**src/rtl/pta_pkg.sv**
```systemverilog
// Package: widths, constants, types and helpers of the point to pitch mapper.
`timescale 1ns / 1ps

package pta_pkg;

	localparam int VOICE_W = 3;
	localparam int X_W = 9;
	localparam int Y_W = 9;
	localparam int FREQ_W = 24;
	localparam int LOG_W = 16;
	localparam int RANGE_W = 16;
	localparam int DIV_W = 8;
	localparam int AMP_W = 17;
	localparam int CFG_W = FREQ_W;

	localparam int IMG_LOG2 = 9;
	localparam int IMG_SPAN = 1 << IMG_LOG2;
	localparam int MAX_VOICES = 8;
	localparam int AMP_SHIFT = 16 - IMG_LOG2;

	localparam int RX_W = RANGE_W + X_W;
	localparam int P2_W = RX_W + LOG_W;
	localparam int PLAIN_SH = IMG_LOG2 + 4;
	localparam int K_SH = IMG_LOG2 + 8;
	localparam int K_ROUND = 1 << (IMG_LOG2 + 7);
	localparam int K_W = DIV_W + RANGE_W + X_W + 1 - K_SH;
	localparam int KH_W = K_W + LOG_W;
	localparam int LOG_FRAC_SH = 4;

	localparam int DIV_STAGES = 5;
	localparam int DIV_STEPS = 8;
	localparam int NUM_W = DIV_STAGES * DIV_STEPS;

	localparam int FRAC_W = 16;
	localparam int INTERP_W = 12;
	localparam int SEG_W = FRAC_W - INTERP_W;
	localparam int TAB_IDX_W = SEG_W + 1;
	localparam int N_W = NUM_W - FRAC_W;
	localparam int M_W = 18;
	localparam int DIFF_W = 13;
	localparam int PROD_W = DIFF_W + INTERP_W;
	localparam int P_W = FREQ_W + M_W;
	localparam int SAT_EXP = FREQ_W;
	localparam int SH_W = 5;
	localparam int WIDE_W = P_W + SAT_EXP - 1;
	localparam int Q_W = WIDE_W - FRAC_W;
	localparam logic [FREQ_W-1:0] FREQ_MAX = {FREQ_W{1'b1}};

	localparam int PIPE_DEPTH = 4 + DIV_STAGES + 5;

	localparam logic [M_W-1:0] EXP2_TABLE [0:16] = '{
		18'd65536, 18'd68438, 18'd71468, 18'd74632, 18'd77936, 18'd81386,
		18'd84990, 18'd88752, 18'd92682, 18'd96716, 18'd101070, 18'd105472,
		18'd110218, 18'd115175, 18'd120194, 18'd125515, 18'd131072
	};

	localparam int REG_IDX_W = 3;

	typedef enum logic [REG_IDX_W-1:0] {
		REG_START_FREQ      = 3'd0,
		REG_LOG2_RATIO      = 3'd1,
		REG_OCTAVE_RANGE    = 3'd2,
		REG_QUANTIZE_ENABLE = 3'd3,
		REG_NOTE_DIVISIONS  = 3'd4
	} reg_index_t;

	typedef struct packed {
		logic [FREQ_W-1:0]  start_freq;
		logic [LOG_W-1:0]   log2_ratio;
		logic [RANGE_W-1:0] octave_range;
		logic               quantize_enable;
		logic [DIV_W-1:0]   note_divisions;
	} cfg_t;

	localparam cfg_t CFG_RESET = '{
		start_freq:      FREQ_W'(7040),
		log2_ratio:      LOG_W'(4096),
		octave_range:    RANGE_W'(512),
		quantize_enable: 1'b0,
		note_divisions:  DIV_W'(12)
	};

	typedef struct packed {
		logic [VOICE_W-1:0] voice;
		logic [AMP_W-1:0]   amp;
		logic [DIV_W-1:0]   divisor;
		logic [DIV_W-1:0]   rem;
		logic [NUM_W-1:0]   work;
	} div_word_t;

	function automatic logic [AMP_W-1:0] amp_of(input logic [Y_W-1:0] y);
		logic [AMP_W-1:0] span;
		if (AMP_W'(y) >= AMP_W'(IMG_SPAN)) begin
			return '0;
		end
		span = AMP_W'(IMG_SPAN) - AMP_W'(y);
		return span << AMP_SHIFT;
	endfunction

endpackage

```
**src/rtl/point_to_pitch_amplitude.sv**
```systemverilog
// Top level of the point to pitch and amplitude mapper: registers and pipeline.
// Results: an accepted point passes the exponent, divider and power stages and comes out
// on the outputs with done high; the receiver takes every word and cannot stall.
// Throughput: one point per clock; the 14-stage pipeline, five of them the divider.
// Reset clears the pipeline valid flags and loads register defaults; busy holds high in reset
// and for the first cycle after it.
`timescale 1ns / 1ps

module point_to_pitch_amplitude import pta_pkg::*; (
	input  logic                 clk,
	input  logic                 arst_n,
	input  logic                 start,
	output logic                 busy,
	input  logic [VOICE_W-1:0]   tone_index,
	input  logic [X_W-1:0]       point_x,
	input  logic [Y_W-1:0]       point_y,
	output logic                 done,
	output logic [VOICE_W-1:0]   voice_index,
	output logic [FREQ_W-1:0]    frequency,
	output logic [AMP_W-1:0]     amplitude,
	input  logic                 cfg_we,
	input  logic [REG_IDX_W-1:0] cfg_index,
	input  logic [CFG_W-1:0]     cfg_wdata
);

	cfg_t      cfg_q;
	logic      busy_q;
	logic      exp_valid, div_valid;
	div_word_t exp_word, div_word;

	always_ff @(posedge clk or negedge arst_n) begin
		if (!arst_n) begin
			cfg_q <= CFG_RESET;
		end else if (cfg_we) begin
			unique case (reg_index_t'(cfg_index))
				REG_START_FREQ:      cfg_q.start_freq <= cfg_wdata[FREQ_W-1:0];
				REG_LOG2_RATIO:      cfg_q.log2_ratio <= cfg_wdata[LOG_W-1:0];
				REG_OCTAVE_RANGE:    cfg_q.octave_range <= cfg_wdata[RANGE_W-1:0];
				REG_QUANTIZE_ENABLE: cfg_q.quantize_enable <= cfg_wdata[0];
				REG_NOTE_DIVISIONS:  cfg_q.note_divisions <= cfg_wdata[DIV_W-1:0];
				default: ;
			endcase
		end
	end

	always_ff @(posedge clk or negedge arst_n) begin
		if (!arst_n) begin
			busy_q <= 1'b1;
		end else begin
			busy_q <= 1'b0;
		end
	end

	assign busy = busy_q;

	pta_exponent u_exponent (
		.clk        (clk),
		.arst_n     (arst_n),
		.in_valid   (start && !busy_q),
		.tone_index (tone_index),
		.point_x    (point_x),
		.point_y    (point_y),
		.cfg        (cfg_q),
		.out_valid  (exp_valid),
		.out_word   (exp_word)
	);

	pta_divider u_divider (
		.clk       (clk),
		.arst_n    (arst_n),
		.in_valid  (exp_valid),
		.in_word   (exp_word),
		.out_valid (div_valid),
		.out_word  (div_word)
	);

	pta_power u_power (
		.clk         (clk),
		.arst_n      (arst_n),
		.in_valid    (div_valid),
		.in_word     (div_word),
		.cfg         (cfg_q),
		.done        (done),
		.voice_index (voice_index),
		.frequency   (frequency),
		.amplitude   (amplitude)
	);

endmodule

```
**src/rtl/pta_exponent.sv**
```systemverilog
// Exponent front end: amplitude, scale products and divider operands, four stages.
`timescale 1ns / 1ps

module pta_exponent import pta_pkg::*; (
	input  logic               clk,
	input  logic               arst_n,
	input  logic               in_valid,
	input  logic [VOICE_W-1:0] tone_index,
	input  logic [X_W-1:0]     point_x,
	input  logic [Y_W-1:0]     point_y,
	input  cfg_t               cfg,
	output logic               out_valid,
	output div_word_t          out_word
);

	logic               voice_ok;
	logic [DIV_W-1:0]   d_eff;
	logic [LOG_W-1:0]   mulop;
	logic [P2_W-1:0]    p2;
	logic [P2_W:0]      k_sum;
	logic [KH_W-1:0]    kh;
	logic [RX_W-1:0]    rx;

	logic               valid_s1, valid_s2, valid_s3, valid_s4;
	logic [VOICE_W-1:0] voice_s1, voice_s2, voice_s3;
	logic [AMP_W-1:0]   amp_s1, amp_s2, amp_s3;
	logic [RX_W-1:0]    rx_s1;
	logic [P2_W-1:0]    p2_s2;
	logic [K_W-1:0]     k_s3;
	logic [NUM_W-1:0]   plain_s3;
	div_word_t          word_s4;

	always_comb begin
		voice_ok = (VOICE_W+1)'(tone_index) < (VOICE_W+1)'(MAX_VOICES);
		d_eff = (cfg.note_divisions == '0) ? DIV_W'(1) : cfg.note_divisions;
		mulop = cfg.quantize_enable ? LOG_W'(d_eff) : cfg.log2_ratio;
		rx = RX_W'(cfg.octave_range) * RX_W'(point_x);
		p2 = P2_W'(rx_s1) * P2_W'(mulop);
		k_sum = {1'b0, p2_s2} + (P2_W+1)'(K_ROUND);
		kh = KH_W'(k_s3) * KH_W'(cfg.log2_ratio);
	end

	always_ff @(posedge clk or negedge arst_n) begin
		if (!arst_n) begin
			valid_s1 <= 1'b0;
			valid_s2 <= 1'b0;
			valid_s3 <= 1'b0;
			valid_s4 <= 1'b0;
		end else begin
			valid_s1 <= in_valid && voice_ok;
			valid_s2 <= valid_s1;
			valid_s3 <= valid_s2;
			valid_s4 <= valid_s3;
		end
	end

	always_ff @(posedge clk) begin
		voice_s1 <= tone_index;
		amp_s1 <= amp_of(point_y);
		rx_s1 <= rx;

		voice_s2 <= voice_s1;
		amp_s2 <= amp_s1;
		p2_s2 <= p2;

		voice_s3 <= voice_s2;
		amp_s3 <= amp_s2;
		k_s3 <= K_W'(k_sum >> K_SH);
		plain_s3 <= NUM_W'(p2_s2 >> PLAIN_SH);

		word_s4.voice <= voice_s3;
		word_s4.amp <= amp_s3;
		word_s4.rem <= '0;
		word_s4.divisor <= cfg.quantize_enable ? d_eff : DIV_W'(1);
		word_s4.work <= cfg.quantize_enable ? (NUM_W'(kh) << LOG_FRAC_SH) : plain_s3;
	end

	assign out_valid = valid_s4;
	assign out_word = word_s4;

endmodule

```
**src/rtl/pta_divider.sv**
```systemverilog
// Pipelined restoring divider for the scaled exponent, several quotient bits a stage.
`timescale 1ns / 1ps

module pta_divider import pta_pkg::*; (
	input  logic      clk,
	input  logic      arst_n,
	input  logic      in_valid,
	input  div_word_t in_word,
	output logic      out_valid,
	output div_word_t out_word
);

	logic      valid_s [DIV_STAGES];
	div_word_t word_s [DIV_STAGES];

	function automatic div_word_t div_steps(input div_word_t w);
		div_word_t       r;
		logic [DIV_W:0]  trial;
		logic            ge;
		r = w;
		for (int j = 0; j < DIV_STEPS; j++) begin
			trial = {r.rem, r.work[NUM_W-1]};
			ge = trial >= {1'b0, r.divisor};
			if (ge) begin
				trial = trial - {1'b0, r.divisor};
			end
			r.rem = trial[DIV_W-1:0];
			r.work = {r.work[NUM_W-2:0], ge};
		end
		return r;
	endfunction

	for (genvar g = 0; g < DIV_STAGES; g++) begin : g_stage
		if (g == 0) begin : g_first
			always_ff @(posedge clk or negedge arst_n) begin
				if (!arst_n) begin
					valid_s[g] <= 1'b0;
				end else begin
					valid_s[g] <= in_valid;
				end
			end
			always_ff @(posedge clk) begin
				word_s[g] <= div_steps(in_word);
			end
		end else begin : g_next
			always_ff @(posedge clk or negedge arst_n) begin
				if (!arst_n) begin
					valid_s[g] <= 1'b0;
				end else begin
					valid_s[g] <= valid_s[g-1];
				end
			end
			always_ff @(posedge clk) begin
				word_s[g] <= div_steps(word_s[g-1]);
			end
		end
	end

	assign out_valid = valid_s[DIV_STAGES-1];
	assign out_word = word_s[DIV_STAGES-1];

endmodule

```
**src/rtl/pta_power.sv**
```systemverilog
// Power-of-two back end: table interpolation, frequency scaling and saturation.
`timescale 1ns / 1ps

module pta_power import pta_pkg::*; (
	input  logic               clk,
	input  logic               arst_n,
	input  logic               in_valid,
	input  div_word_t          in_word,
	input  cfg_t               cfg,
	output logic               done,
	output logic [VOICE_W-1:0] voice_index,
	output logic [FREQ_W-1:0]  frequency,
	output logic [AMP_W-1:0]   amplitude
);

	logic [SEG_W-1:0]     seg;
	logic [TAB_IDX_W-1:0] idx_lo, idx_hi;
	logic [M_W-1:0]       diff_full;
	logic [WIDE_W-1:0]    wide;
	logic [Q_W-1:0]       q;
	logic                 over;
	logic [FREQ_W-1:0]    freq;

	logic                 valid_s10, valid_s11, valid_s12, valid_s13, valid_s14;
	logic [VOICE_W-1:0]   voice_s10, voice_s11, voice_s12, voice_s13, voice_s14;
	logic [AMP_W-1:0]     amp_s10, amp_s11, amp_s12, amp_s13, amp_s14;
	logic                 big_s10, big_s11, big_s12, big_s13;
	logic [SH_W-1:0]      sh_s10, sh_s11, sh_s12, sh_s13;
	logic [M_W-1:0]       base_s10, base_s11;
	logic [DIFF_W-1:0]    diff_s10;
	logic [INTERP_W-1:0]  frac_s10;
	logic [PROD_W-1:0]    prod_s11;
	logic [M_W-1:0]       m_s12;
	logic [P_W-1:0]       p_s13;
	logic [FREQ_W-1:0]    freq_s14;

	always_comb begin
		seg = in_word.work[FRAC_W-1:INTERP_W];
		idx_lo = {1'b0, seg};
		idx_hi = idx_lo + TAB_IDX_W'(1);
		diff_full = EXP2_TABLE[idx_hi] - EXP2_TABLE[idx_lo];

		wide = WIDE_W'(p_s13) << sh_s13;
		q = wide[WIDE_W-1:FRAC_W];
		over = |q[Q_W-1:FREQ_W];
		if (p_s13 == '0) begin
			freq = '0;
		end else if (big_s13 || over) begin
			freq = FREQ_MAX;
		end else begin
			freq = q[FREQ_W-1:0];
		end
	end

	always_ff @(posedge clk or negedge arst_n) begin
		if (!arst_n) begin
			valid_s10 <= 1'b0;
			valid_s11 <= 1'b0;
			valid_s12 <= 1'b0;
			valid_s13 <= 1'b0;
			valid_s14 <= 1'b0;
		end else begin
			valid_s10 <= in_valid;
			valid_s11 <= valid_s10;
			valid_s12 <= valid_s11;
			valid_s13 <= valid_s12;
			valid_s14 <= valid_s13;
		end
	end

	always_ff @(posedge clk) begin
		voice_s10 <= in_word.voice;
		amp_s10 <= in_word.amp;
		big_s10 <= in_word.work[NUM_W-1:FRAC_W] >= N_W'(SAT_EXP);
		sh_s10 <= in_word.work[FRAC_W+SH_W-1:FRAC_W];
		base_s10 <= EXP2_TABLE[idx_lo];
		diff_s10 <= DIFF_W'(diff_full);
		frac_s10 <= in_word.work[INTERP_W-1:0];

		voice_s11 <= voice_s10;
		amp_s11 <= amp_s10;
		big_s11 <= big_s10;
		sh_s11 <= sh_s10;
		base_s11 <= base_s10;
		prod_s11 <= PROD_W'(diff_s10) * PROD_W'(frac_s10);

		voice_s12 <= voice_s11;
		amp_s12 <= amp_s11;
		big_s12 <= big_s11;
		sh_s12 <= sh_s11;
		m_s12 <= base_s11 + M_W'(prod_s11 >> INTERP_W);

		voice_s13 <= voice_s12;
		amp_s13 <= amp_s12;
		big_s13 <= big_s12;
		sh_s13 <= sh_s12;
		p_s13 <= P_W'(cfg.start_freq) * P_W'(m_s12);

		voice_s14 <= voice_s13;
		amp_s14 <= amp_s13;
		freq_s14 <= freq;
	end

	assign done = valid_s14;
	assign voice_index = voice_s14;
	assign frequency = freq_s14;
	assign amplitude = amp_s14;

endmodule

```
**config.mk**
```make
export PLATFORM = sky130hd
export DESIGN_NAME = point_to_pitch_amplitude
export DESIGN_NICKNAME = d
export VERILOG_FILES = /design/src/rtl/pta_pkg.sv /design/src/rtl/point_to_pitch_amplitude.sv /design/src/rtl/pta_exponent.sv /design/src/rtl/pta_divider.sv /design/src/rtl/pta_power.sv
export SDC_FILE = /design/constraint.sdc
export NUM_CORES = 2
export LEC_CHECK = 0
export ABC_CLOCK_PERIOD_IN_PS = 48100
export BUFFER_PORTS_ARGS = -buffer_cell sky130_fd_sc_hd__buf_2
export CAP_MARGIN = 10
export CELL_PAD_IN_SITES_DETAIL_PLACEMENT = 1
export CELL_PAD_IN_SITES_GLOBAL_PLACEMENT = 2
export CORE_UTILIZATION = 45
export CTS_BUF_LIST = sky130_fd_sc_hd__clkbuf_8
export CTS_CLUSTER_SIZE = 16
export DETAILED_ROUTE_END_ITERATION = 8
export PLACE_DENSITY = 0.89
export SLEW_MARGIN = 20
export SYNTH_ARGS = -nofsm -noshare
export SYNTH_HDL_FRONTEND = slang
export SYNTH_SLANG_ARGS = --single-unit
```
**constraint.sdc**
```tcl
create_clock -name clk -period 48.1 [get_ports clk]
set_input_delay 0 -clock clk [delete_from_list [all_inputs] [get_ports clk]]
set_output_delay 0 -clock clk [all_outputs]
set_load 0.05 [all_outputs]
```
* Word-level counts from Yosys, hierarchy flattened
Memories as Yosys holds them, arrays and structs flattened.
Index checks and enable logic that the tools add are counted.
Widths: inputs -> output; s select.
** Cells by class
- Add/subtract/negate cells :: 45
- Multiply operators :: 5
- Magnitude comparators :: 43
- Equal/unequal tests :: 4
- Shift-type cells :: 1
- Muxes and demuxes :: 48
- Bitwise gates (word level) :: 2
- Reductions and logical operators :: 12
** Operators by type and width (number)
- $ge 9x8->1 :: 39
- $mux 8 :: 41
- $sub 8x8->8 :: 39
- $shl 42x5->65 :: 1
- $logic_not 42->1 :: 1
- $mul 24x18->42 :: 1
- $mul 25x16->41 :: 1
- $mux 18 :: 2
- $add 34x17->34 const B :: 1
- $mul 17x16->33 :: 1
- $mux 28 :: 1
- $mux 13 :: 2
- $mul 13x12->25 :: 1
- $mul 16x9->25 :: 1
- $reduce_or 25->1 :: 1
- $ge 24x5->1 const B :: 1
- $mux 24 :: 1
- $add 18x13->18 :: 1
- $mux 16 :: 1
- $sub 13x13->13 :: 1
- $ge 6x6->1 const B :: 2
- $reduce_and 2->1 :: 5
- $sub 10x9->10 const A :: 1
- $ge 1x8->1 const A :: 1
- 12 further kinds :: 13
** Storage, ports and cells
- Register bits :: 582
- Bits in writable memories :: 380
- Bits in read-only memories :: 1152
- Output and inout bits :: 46
- Word-level logic and storage cells :: 225
- Memories kept :: 3
** Memories
- (name not given) :: words 32, width 18, read ports 1, clocked after memory_dff 0, wr ports 0, RTL line pta_power.sv:76 : base_s10 <= EXP2_TABLE[idx_lo];
- (name not given) :: words 32, width 18, read ports 1, clocked after memory_dff 0, wr ports 0, RTL line pta_power.sv:41 : diff_full = EXP2_TABLE[idx_hi] - EXP2_TABLE[idx_lo];
- u_divider.word_s :: words 5, width 76, read ports 5, clocked after memory_dff 0, wr ports 5, RTL line pta_divider.sv:14 : div_word_t word_s [DIV_STAGES];

* Logic depth before layout (Yosys ltp)
An unclocked memory read counts as a cell.
- Depth after elaboration :: 17
- Gate-level depth with buffers :: 100

* Hierarchy
From an unflattened synthesis, not the netlist that was laid out.
** Unflattened totals
- Cells, all modules :: 9462
- Area, all modules :: 88603.7 µm²
** By module, submodules not included
- pta_exponent :: instances 1, cells each 3289, area an instance 30571.8 µm², seq. area each 4003.8 µm²
- pta_power :: instances 1, cells each 3102, area an instance 28899.0 µm², seq. area each 5690.5 µm²
- pta_divider :: instances 1, cells each 2926, area an instance 26491.7 µm², seq. area each 7732.4 µm²
- point_to_pitch_amplitude :: instances 1, cells each 145, area an instance 2641.3 µm², seq. area each 1664.1 µm²

* Worst setup path before layout
No wires, ideal clock.
- Path kind :: reg2reg
- Start point :: memory u_divider.word_s[0][125] in the netlist's numbering
- End point :: memory u_divider.word_s[0][199] in the netlist's numbering
- Arrival :: 17630 ps
- Required time :: 48017 ps
- Slack :: 30387 ps
- Stages on the path, launching flop included :: 91
- Clock period less this slack :: 17713 ps
- Path through :: dfxtp_1 > inv_1 > ha_1 > nor2b_1 > o21ba_2 > nor3_1 > or2_2 > clkbuf_1 > clkbuf_1 > mux2_2 > ha_1 > and3_1 > a211oi_1 > o2bb2ai_1 > o21a_1 > nand2_2 > o21ai_0 > inv_1 > [... 55 more ...] > a21o_1 > o21ai_0 > nand2b_1 > a21o_1 > o32a_1 > buf_1 > a21oi_1 > ha_1 > a21o_1 > a21o_1 > a21o_1 > a21o_1 > a21o_1 > a21oi_1 > o21ai_0 > a21o_1 > or4b_2 > o221ai_1
** RTL lines (RTL line)
- start, declared :: pta_divider.sv:14

==> run summary <==
Status = finished, final reports clean
Number of global-route vias before repair = 69800
Most common cell after layout, fill and taps aside = inv_1
Top-area cell type share of the netlist area = 27.4%
Worst path required time = 48.86 ns
Setup tns final = 0 ns
Row cnt = 156
Final Hold Viols = 0
Gpl congestion = 0.875
Crit Path Class = register to register
Critical path startpoint category = register
Vias per Instance = 5.41
Synth Warn # = 0
Leading cell types in the layout, fill and taps excluded = inv_1 (1459), nand2_1 (1186), fa_1 (1125)
Worst slew pin tran = 1.14 ns
CTS tree = done
Routed wire length = 235000 microns
CP max stage cell = dfxtp_1
Max Cap Violations = 0
Area leader, netlist = fa_1
Port Buffers = 90
Ranking of synthesized cells by area = fa_1 (27%), dfxtp_1 (19%), ha_1 (12%)
I/O pins = 98
Drt first pass iters = 5
Nets = 10800
Initial Util = 45.4%
Worst-path maximum fanout = 18
HPWL Detailed = 176000 microns
CP peak stage delay = 0.70 ns
CTS H-tree lvls = 4
Clock Pin Slew Worst Setup and Hold Paths = 0.07 ns
Clock Skews = 0.101 ns
Top FF cell, synth = dfxtp_1
Slew headroom = 23.6%
DRC viols = 0
DR WL/cell = 20.6 microns
Setup Buffers After CTS = 0
Max Slew Vio Count = 0
Cells after Synth = 8784
Period utilization = 45.1%
Clock Sink Count = 847
Core Region = 181000 sq um
Remaining Overflow, GRT = 0
Crit path capture type = register
Die Height = 429 microns
Async SR Flop Fraction = 9.45%
CTS Buf Count = 149
Largest net degree at the start of global routing = 71
Iter 0 DRT Violations = 3023
Die area = 184000 sq um
Vias = 61500
Share of layout cells above drive strength 1 = 8.06%
#FFs+latches synth = 847
CTS max path bufs = 3
Cell area after layout = 89500 sq um
Fmax = 46.1 MHz
CP arrival = 22.45 ns
Post-DP Area = 84900 sq um
Post-synth EDFFs = 0
GRT Overall Usage = 26.1%
Antenna viol nets, final = 0
Sequential-to-total area share from yosys stat = 21.1%
First-pass GRT wire length = 382000 microns
Reg-to-reg setup timing slack = 26.41 ns
CTS Root Cell = clkbuf_8
Width of the die = 429 microns
Tmin final = 21.69 ns
Synthesized cell area = 82200 sq um
Syn Area/Cell = 9.36 sq um
Area Growth Syn to Fin = 8.85%
Post-synthesis cell type count = 111
Count of final setup violators = 0
Initial antenna violation count = 12
Skew-Pair Late Insertion Delay = 0.98 ns
RSZ-0062 raised after global routing = false
Hold/Removal Path Class = input port to register
[state kept, by name (all words and copies together), names as in the netlist, 12 cells and up]
signal,count
cfg_q,65
u_divider.word_s,329
u_exponent.k_s3,17
u_exponent.out_word,58
u_exponent.p2_s2,28
u_exponent.plain_s3,28
u_exponent.rx_s1,25
u_power.base_s10,16
u_power.base_s11,16
u_power.diff_s10,13
u_power.frac_s10,12
u_power.frequency,24
u_power.m_s12,18
u_power.p_s13,42
u_power.prod_s11,13
[final timing paths]
path | cells after the start | start | end
hold reg to reg | 0 | u_power.amp_s13[10]$_DFF_P_ | u_power.amplitude[10]$_DFF_P_
setup reg to reg | 85 | u_divider.word_s[0][49]$_DFF_P_ | u_divider.word_s[0][117]$_DFF_P_
hold / removal | 5 | point_x[8] | u_exponent.rx_s1[24]$_DFF_P_
setup / recovery | 85 | u_divider.word_s[0][49]$_DFF_P_ | u_divider.word_s[0][117]$_DFF_P_
min in group asynchronous | 3 | arst_n | cfg_q[18]$_DFFE_PN1P_
max in group asynchronous | 4 | arst_n | cfg_q[32]$_DFFE_PN0P_
[worst max-delay path: cells and delay by family, from the launching register on]
kind | cells | cell delay (ns)
fa+ha+maj | 8 | 2.43
compound gates | 50 | 12.50
buf+inv | 7 | 1.17
mux | 4 | 1.49
flops | 1 | 0.70
simple gates | 16 | 3.19
[metrics by stage]
step / utilization (%) / cells / setup WS, ns / hold WS [ns]
6_report: 49.4 / 11400 / 26.41 / 0.0721
4_1_cts: 49.4 / 11400 / 26.52 / 0.00200
3_3_place_gp: 46.9 / 11000 / 27.18 / 0.104
5_1_grt: 49.4 / 11400 / 24.55 / 0.0477
2_1_floorplan: - / 8794 / 30.39 / -0.296
3_5_place_dp: 46.9 / 11000 / 26.67 / 0.106
[repair_timing]
action                                 in CTS  in global routing
endpoints found under the hold margin     164                  0
hold buffers                              111                  0
resized for setup                           0                  0
[layer usage]
metal	wire, microns	vias up	track usage, %
met5	60	-	0
met4	9940	10	10.6
met3	10200	547	3.79
met2	116000	1290	45.5
met1	99100	31600	32.2
li1	-	28000	-
[cells in the mapped netlist (19+ instances only)]
library cell,number
inv_1,1423
nand2_1,1186
fa_1,1125
ha_1,780
dfxtp_1,767
and2_1,482
nor2_1,327
a21oi_1,299
clkbuf_1,294
o21ai_0,246
xnor2_1,241
mux2_2,216
a21o_1,131
xor2_1,113
mux2i_1,110
nor2b_1,95
nor3_1,76
dfrtp_1,70
nand3_1,70
nand2b_1,63
o21a_1,54
nand4_1,51
a21boi_0,40
and3_1,40
a211oi_1,30
o21bai_1,27
a31oi_1,24
nor4_1,24
o211ai_1,21
o31ai_1,19
[cell families (layout without fill, tap and decap cells)]
group                      after synthesis  in the layout  synth area share [%]
AOI/OAI and AO/OA                     1060           1060                  8.37
xor gates and xnor gates               354            354                  3.77
adders and majority gates             1905           1905                  39.3
buffers and inverters                 1773           1978                  8.22
DFF                                    847            847                  21.1
muxes                                  352            352                  4.95
other                                    1             18               0.00456
and+or+nand+nor                       2492           2492                  14.3
[cell type report]
| class | count | area [sq um] |
|---|---|---|
| Timing Repair Buffer | 275 | 2140 |
| Fill cell | 20700 | 91600 |
| Clock buffer | 179 | 2460 |
| Tap cell | 2370 | 2970 |
| Antenna cell | 7 | 17.5 |
| Inverter | 1436 | 5400 |
| Sequential cell | 847 | 17400 |
| Multi-Input combinational cell | 6174 | 58200 |
| Clock inverter | 88 | 935 |
Power is left out: the tool's default activity adds up to more than one toggle a clock period on the data nets, which glitch-free logic cannot reach.
